File: config.mk
export PLATFORM = sky130hd
export DESIGN_NAME = iqtm_ctrl
export DESIGN_NICKNAME = d
export VERILOG_FILES = /design/src/iqtm_pkg.sv /design/src/iqtm_ctrl.sv
export SDC_FILE = /design/constraint.sdc
export NUM_CORES = 1
export LEC_CHECK = 0
export BUFFER_PORTS_ARGS = -buffer_cell sky130_fd_sc_hd__buf_2
export CAP_MARGIN = 20
export CORE_ASPECT_RATIO = 0.6
export CORE_MARGIN = 2
export CORE_UTILIZATION = 35
export DETAILED_ROUTE_END_ITERATION = 12
export GPL_TIMING_DRIVEN = 0
export PLACE_DENSITY = 0.56
export SLEW_MARGIN = 40
export SYNTH_ARGS = -nofsm -noshare
export SYNTH_HDL_FRONTEND = slang
export SYNTH_SLANG_ARGS = --single-unit
File: constraint.sdc
create_clock -name clock -period 4.7 [get_ports clock]
set_input_delay 0.47 -clock clock [delete_from_list [all_inputs] [get_ports clock]]
set_output_delay 0.47 -clock clock [all_outputs]
set_load 0.02 [all_outputs]
File: src/iqtm_pkg.sv
`timescale 1ns / 1ps
// ----------------------------------------------------------------------------
// iqtm_pkg: shared types and constants
// Word kinds, register indexes, command and status groups, and the small
// arithmetic helpers used by the I/Q time match and correction block.
// ----------------------------------------------------------------------------
package iqtm_pkg;

   localparam int TIME_W  = 62;
   localparam int VAL_W   = 32;
   localparam int ENTRY_W = TIME_W + VAL_W;
   localparam int IDX_W   = 10;
   localparam int ANG_W   = 16;
   localparam int CSR_W   = 3;
   localparam int CORD_W  = 36;
   localparam int Z_W     = 18;
   localparam int NSTEPS  = 15;
   localparam int ROOT_STEPS = 32;

   localparam logic [1:0] KIND_CLEAR = 2'd0;
   localparam logic [1:0] KIND_APP_I = 2'd1;
   localparam logic [1:0] KIND_APP_Q = 2'd2;
   localparam logic [1:0] KIND_QUERY = 2'd3;

   localparam logic [CSR_W-1:0] CSR_BIAS_I     = 3'd0;
   localparam logic [CSR_W-1:0] CSR_BIAS_Q     = 3'd1;
   localparam logic [CSR_W-1:0] CSR_GAIN_RECIP = 3'd2;
   localparam logic [CSR_W-1:0] CSR_CROSS_COEF = 3'd3;
   localparam logic [CSR_W-1:0] CSR_QUAD_SCALE = 3'd4;
   localparam logic [CSR_W-1:0] CSR_FLIP_PHASE = 3'd5;

   localparam logic signed [VAL_W-1:0] ONE_Q24 = 32'sd16777216;

   typedef struct packed {
      logic clear;
      logic app_i;
      logic app_q;
      logic take;
      logic rd_idx;
      logic cap_i;
      logic issue_q;
      logic rd_qbest;
      logic cap_q;
      logic issue_i;
      logic bias;
      logic mul;
      logic rnd;
      logic sq;
      logic init;
      logic iter;
      logic load_out;
      logic load_zero;
   } iqtm_cmd_type;

   typedef struct packed {
      logic no_query;
      logic last_q;
      logic last_i;
      logic mismatch;
   } iqtm_stat_type;

   // Arctangent of 2^-k in units of pi/32768.
   function automatic logic [ANG_W-1:0] iqtm_atan(input logic [3:0] k);
      logic [ANG_W-1:0] r;
      unique case (k)
         4'd0:  r = 16'd8192;
         4'd1:  r = 16'd4836;
         4'd2:  r = 16'd2555;
         4'd3:  r = 16'd1297;
         4'd4:  r = 16'd651;
         4'd5:  r = 16'd326;
         4'd6:  r = 16'd163;
         4'd7:  r = 16'd81;
         4'd8:  r = 16'd41;
         4'd9:  r = 16'd20;
         4'd10: r = 16'd10;
         4'd11: r = 16'd5;
         4'd12: r = 16'd3;
         4'd13: r = 16'd1;
         4'd14: r = 16'd1;
         default: r = 16'd0;
      endcase
      return r;
   endfunction

   function automatic logic signed [VAL_W-1:0] iqtm_sat_sub(
      input logic signed [VAL_W-1:0] a, input logic signed [VAL_W-1:0] b);
      logic signed [VAL_W:0] d;
      logic signed [VAL_W-1:0] r;
      d = $signed({a[VAL_W-1], a}) - $signed({b[VAL_W-1], b});
      if (d[VAL_W] != d[VAL_W-1]) begin
         r = d[VAL_W] ? {1'b1, {(VAL_W-1){1'b0}}} : {1'b0, {(VAL_W-1){1'b1}}};
      end else begin
         r = d[VAL_W-1:0];
      end
      return r;
   endfunction

   // Round (p1 + p2) / 2^24 half up, then saturate to 32 bits.
   function automatic logic signed [VAL_W-1:0] iqtm_round_sat(
      input logic signed [63:0] p1, input logic signed [63:0] p2);
      logic signed [64:0] s;
      logic signed [64:0] sh;
      logic signed [40:0] r;
      logic signed [VAL_W-1:0] o;
      s  = $signed({p1[63], p1}) + $signed({p2[63], p2}) + 65'sd8388608;
      sh = s >>> 24;
      r  = sh[40:0];
      if (r > 41'sd2147483647) begin
         o = {1'b0, {(VAL_W-1){1'b1}}};
      end else if (r < -41'sd2147483648) begin
         o = {1'b1, {(VAL_W-1){1'b0}}};
      end else begin
         o = r[VAL_W-1:0];
      end
      return o;
   endfunction

endpackage

File: src/iqtm_ctrl.sv
`timescale 1ns / 1ps
// ----------------------------------------------------------------------------
// iqtm_ctrl: sequencing state machine
// Accepts words, steps the datapath through both store scans and the
// arithmetic, and holds the result valid flag.
// ----------------------------------------------------------------------------
module iqtm_ctrl #(
   parameter int DEPTH = 1024
) (
   input  logic                  clock,
   input  logic                  reset,
   input  logic                  req_valid,
   output logic                  req_ready,
   input  logic [1:0]            req_kind,
   output logic                  rsp_valid,
   input  logic                  rsp_ready,
   output iqtm_pkg::iqtm_cmd_type cmd,
   input  iqtm_pkg::iqtm_stat_type stat,
   output logic [((($clog2(DEPTH)) > 6) ? $clog2(DEPTH) : 6)-1:0] cnt
);
   import iqtm_pkg::*;

   localparam int AW = $clog2(DEPTH);
   localparam int CW = (AW > 6) ? AW : 6;

   localparam logic [4:0] S_IDLE  = 5'd0;
   localparam logic [4:0] S_START = 5'd1;
   localparam logic [4:0] S_CAPI  = 5'd2;
   localparam logic [4:0] S_SCANQ = 5'd3;
   localparam logic [4:0] S_QD1   = 5'd4;
   localparam logic [4:0] S_QD2   = 5'd5;
   localparam logic [4:0] S_RDQ   = 5'd6;
   localparam logic [4:0] S_CAPQ  = 5'd7;
   localparam logic [4:0] S_SCANI = 5'd8;
   localparam logic [4:0] S_ID1   = 5'd9;
   localparam logic [4:0] S_ID2   = 5'd10;
   localparam logic [4:0] S_CHK   = 5'd11;
   localparam logic [4:0] S_BIAS  = 5'd12;
   localparam logic [4:0] S_MUL   = 5'd13;
   localparam logic [4:0] S_RND   = 5'd14;
   localparam logic [4:0] S_SQ    = 5'd15;
   localparam logic [4:0] S_INIT  = 5'd16;
   localparam logic [4:0] S_ITER  = 5'd17;
   localparam logic [4:0] S_OUT   = 5'd18;

   logic [4:0]    state_ff, state_in;
   logic [CW-1:0] cnt_ff, cnt_in;
   logic          rsp_valid_ff, rsp_valid_in;
   logic          accept;

   assign req_ready = (state_ff == S_IDLE) && (!rsp_valid_ff || (req_kind != KIND_QUERY));
   assign accept    = req_valid && req_ready;
   assign rsp_valid = rsp_valid_ff;
   assign cnt       = cnt_ff;

   always_comb begin
      state_in     = state_ff;
      cnt_in       = cnt_ff;
      rsp_valid_in = rsp_valid_ff && !rsp_ready;
      cmd          = '0;
      unique case (state_ff)
         S_IDLE: begin
            if (accept) begin
               unique case (req_kind)
                  KIND_CLEAR: cmd.clear = 1'b1;
                  KIND_APP_I: cmd.app_i = 1'b1;
                  KIND_APP_Q: cmd.app_q = 1'b1;
                  default: begin
                     cmd.take = 1'b1;
                     state_in = S_START;
                  end
               endcase
            end
         end
         S_START: begin
            if (stat.no_query) begin
               cmd.load_zero = 1'b1;
               rsp_valid_in  = 1'b1;
               state_in      = S_IDLE;
            end else begin
               cmd.rd_idx = 1'b1;
               state_in   = S_CAPI;
            end
         end
         S_CAPI: begin
            cmd.cap_i = 1'b1;
            cnt_in    = '0;
            state_in  = S_SCANQ;
         end
         S_SCANQ: begin
            cmd.issue_q = 1'b1;
            if (stat.last_q) begin
               cnt_in   = '0;
               state_in = S_QD1;
            end else begin
               cnt_in = cnt_ff + 1'b1;
            end
         end
         S_QD1: state_in = S_QD2;
         S_QD2: state_in = S_RDQ;
         S_RDQ: begin
            cmd.rd_qbest = 1'b1;
            state_in     = S_CAPQ;
         end
         S_CAPQ: begin
            cmd.cap_q = 1'b1;
            cnt_in    = '0;
            state_in  = S_SCANI;
         end
         S_SCANI: begin
            cmd.issue_i = 1'b1;
            if (stat.last_i) begin
               cnt_in   = '0;
               state_in = S_ID1;
            end else begin
               cnt_in = cnt_ff + 1'b1;
            end
         end
         S_ID1: state_in = S_ID2;
         S_ID2: state_in = S_CHK;
         S_CHK: begin
            if (stat.mismatch) begin
               cmd.load_zero = 1'b1;
               rsp_valid_in  = 1'b1;
               state_in      = S_IDLE;
            end else begin
               state_in = S_BIAS;
            end
         end
         S_BIAS: begin
            cmd.bias = 1'b1;
            cnt_in   = '0;
            state_in = S_MUL;
         end
         S_MUL: begin
            cmd.mul = 1'b1;
            if (cnt_ff == CW'(2)) begin
               cnt_in   = '0;
               state_in = S_RND;
            end else begin
               cnt_in = cnt_ff + 1'b1;
            end
         end
         S_RND: begin
            cmd.rnd  = 1'b1;
            cnt_in   = '0;
            state_in = S_SQ;
         end
         S_SQ: begin
            cmd.sq = 1'b1;
            if (cnt_ff == CW'(1)) begin
               cnt_in   = '0;
               state_in = S_INIT;
            end else begin
               cnt_in = cnt_ff + 1'b1;
            end
         end
         S_INIT: begin
            cmd.init = 1'b1;
            cnt_in   = '0;
            state_in = S_ITER;
         end
         S_ITER: begin
            cmd.iter = 1'b1;
            if (cnt_ff == CW'(ROOT_STEPS - 1)) begin
               cnt_in   = '0;
               state_in = S_OUT;
            end else begin
               cnt_in = cnt_ff + 1'b1;
            end
         end
         S_OUT: begin
            cmd.load_out = 1'b1;
            rsp_valid_in = 1'b1;
            state_in     = S_IDLE;
         end
         default: state_in = S_IDLE;
      endcase
   end

   always_ff @(posedge clock) begin
      if (reset) begin
         state_ff     <= S_IDLE;
         cnt_ff       <= '0;
         rsp_valid_ff <= 1'b0;
      end else begin
         state_ff     <= state_in;
         cnt_ff       <= cnt_in;
         rsp_valid_ff <= rsp_valid_in;
      end
   end

endmodule

==> out/metrics.yaml <==
place:
  post-place-ws_ns: 2.63
  hpwl_mm: 2.76
  dp.cells: 253
  port_buffers: 39
  gp_congestion: 0.887
sta:
  rsz0062_at_grt: "false"
  finalHoldViolCount: 0
  min_period_over_period_pct: 49.7
  fin_setup_tns_ns: 0
  worstMarginPinSlew_ns: 0.499
  setup_violations: 0
  slew_violations: 0
  fin_crit_ns: 2.33
  finalClockSkew_ns: 0.00155
  max_slew_margin_pct: 66.4
  max_freq_mhz: 428
  fin_ws_ns: 2.37
power:
  peakVddDrop_uv: 136
  cellPowerDensity_nw_per_um2: 376
  power.leakage_nw: 0.744
cts:
  cts_buffer_depth: 2
  clock_sinks: 16
  cts-root-buf: "clkbuf_8"
  cts_setup_buffers: 0
  cts_tree: "done"
  path_clk_slew_ns: 0.06
  ctsHoldBuffers: 0
  numCtsBuffers: 3
  cts_resized: 0
  htreeDepth: 1
  insertion_delay_ns: 0.25
detailed_routing:
  first_pass_iters: 4
  wl_mm: 3.52
  wl_per_cell_um: 13.8
  vias: 1344
  postRouteAntennaNets: 0
  detail_route.vias_per_cell: 5.25
  drc: 0
  drt_iter0_markers: 62
floorplanning:
  rows: 17
  core_um2: 3640
  die_area_um2: 4280
  start_util_pct: 36.2
  ioPinCount: 40
  die_w_um: 83.1
  dieHeight_um: 51.5
yosys:
  synth_ff_type: "dfxtp_1"
  synth_cells: 167
  async_reset_ff_share_pct: 0
  synthTopCellsByCount: "nor2_1, dfxtp_1, nand2_1"
  syn_nets: 180
  synth_cell_types: 56
  synth_top_area_share_pct: 24.4
  ys_top_cells_by_area: "dfxtp_1, nor2_1, xor2_1"
  synth_edf_count: 0
  syn_area_per_cell_um2: 7.87
  yosysTopAreaCell: "dfxtp_1"
  yosysWarnings: 0
  ys_ff_latch: 16
  ys_seq_area_share_pct: 24.4
  yosysMostFrequentCell: "nor2_1"
  syn_area_um2: 1320
global_routing:
  gr-total-overflow: 0
  grt_pass1_vias: 1150
  grt_max_degree: 11
  track_usage_pct: 17.1
  antenna_found_initial: 0
  grt_pass1_wl_mm: 5.78
layout:
  layout-drive-gt1-share_pct: 33.5
  instances_no_fill: 256
  finalNetCount: 224
  final_util_pct: 44.3
  syn_to_final_growth_pct: 22.5
  diodes: 0
  final.fill_count: 375
setup_path:
  cp_top_family: "buffers and inverters"
  crit_chain: "buf_4, clkbuf_1, nand3_1, a2111oi_2, buf_2"
  arrival_ns: 1.86
  crit_path_end_kind: "primary output"
  cp_slowest_cell: "a2111oi_2"
  cpPeakStageDelay_ns: 0.41
  crit_buf_inv: 3
  path_max_fanout: 10
  crit_required_ns: 4.23
  startpoint_type: "register"
  worstSetupPathType: "reg -> out"
job:
  maxCapViolCount: 0
run_status:
  status: "completed"
hold_path:
  hp-class: "in -> reg"
worst paths after layout:
path	startpoint	to	slack, ns	cells past startpoint
worst min-delay path	reset	cnt[4]	0.45	2
worst min register to register	cnt[9]	cnt[9]	0.54	2
worst max-delay path	state_ff[3]	cmd[0]	2.37	5
worst max register to register	cnt[0]	cnt[2]	2.81	6
cell usage in the layout, fill, tap and decap left out, types with 2 or more instances in the layout:
master | netlist | final
a21oi_1 | 7 | 7
a21oi_2 | 2 | 2
a2bb2oi_1 | 2 | 2
and3_1 | 2 | 2
buf_2 | 4 | 43
buf_4 | 3 | 3
buf_6 | 2 | 2
clkbuf_1 | 2 | 2
clkbuf_8 | 0 | 3
dfxtp_1 | 16 | 16
ha_1 | 3 | 3
inv_1 | 5 | 5
mux2i_1 | 2 | 2
nand2_1 | 14 | 14
nand2b_1 | 3 | 3
nand3_1 | 4 | 4
nand4b_1 | 3 | 3
nor2_1 | 29 | 29
nor2b_1 | 2 | 2
nor3_1 | 5 | 5
nor3b_1 | 2 | 2
nor4_1 | 4 | 4
o2111ai_1 | 2 | 2
o211ai_1 | 2 | 2
o21ai_0 | 6 | 6
o21ai_1 | 4 | 4
xor2_1 | 7 | 7
flip-flops by register name (all words and copies together) (netlist names):
register and cells:
state_ff 5, cnt 10, rsp_valid 1
worst reg2reg max path, stage by stage (launching register included):
cell	delay, ns
dfxtp_1	0.42
ha_1	0.21
and3_1	0.19
nand2_1	0.09
o21a_2	0.25
o31ai_4	0.49
nor2_1	0.12
logic make-up after synthesis:
family                     share of synthesized area [%]
and+or+nand+nor                                     34.3
AOI/OAI and AO/OA                                   22.9
buffers and inverters                               7.52
DFF                                                 24.4
xor gates and xnor gates                            5.33
muxes                                               2.66
adders and majority gates                           2.85
report_power, final:
part / switching, mW / leakage [nW] / internal (mW)
Combinational: 0.199 / 0.593 / 0.128
Clock: 0.0490 / 0.0216 / 0.0570
Sequential: 0.0210 / 0.130 / 0.152
Total: 0.269 / 0.744 / 0.337
layer usage:
metal | GRT usage, % | share of wire (%)
met4 | 4.10 | 0.94
met5 | 0 | 0
met2 | 25.3 | 45
met3 | 3.72 | 4.4
met1 | 25.3 | 50
final cells by class:
class / count / area (um2) / share of cell area [%]
plain buffers: 11 / 72.6 / 4.51
repair buffers: 39 / 195 / 12.1
well taps: 47 / 58.8 / 3.65
clock buffers: 3 / 41.3 / 2.56
multi-input cells: 133 / 896 / 55.6
flip-flops and latches: 16 / 320 / 19.9
inverters: 7 / 26.3 / 1.63
through the flow:
step,total power [mW],instance area [um2],hold slack (ns)
final,0.606,1610,0.455
after global routing,0.652,1610,0.478
after CTS,0.610,1610,0.448
after detailed placement,0.503,1570,0.526
after global placement,0.500,1570,0.517
after floorplan,0.421,1320,0.532
Power figures use the tool's default switching activity.
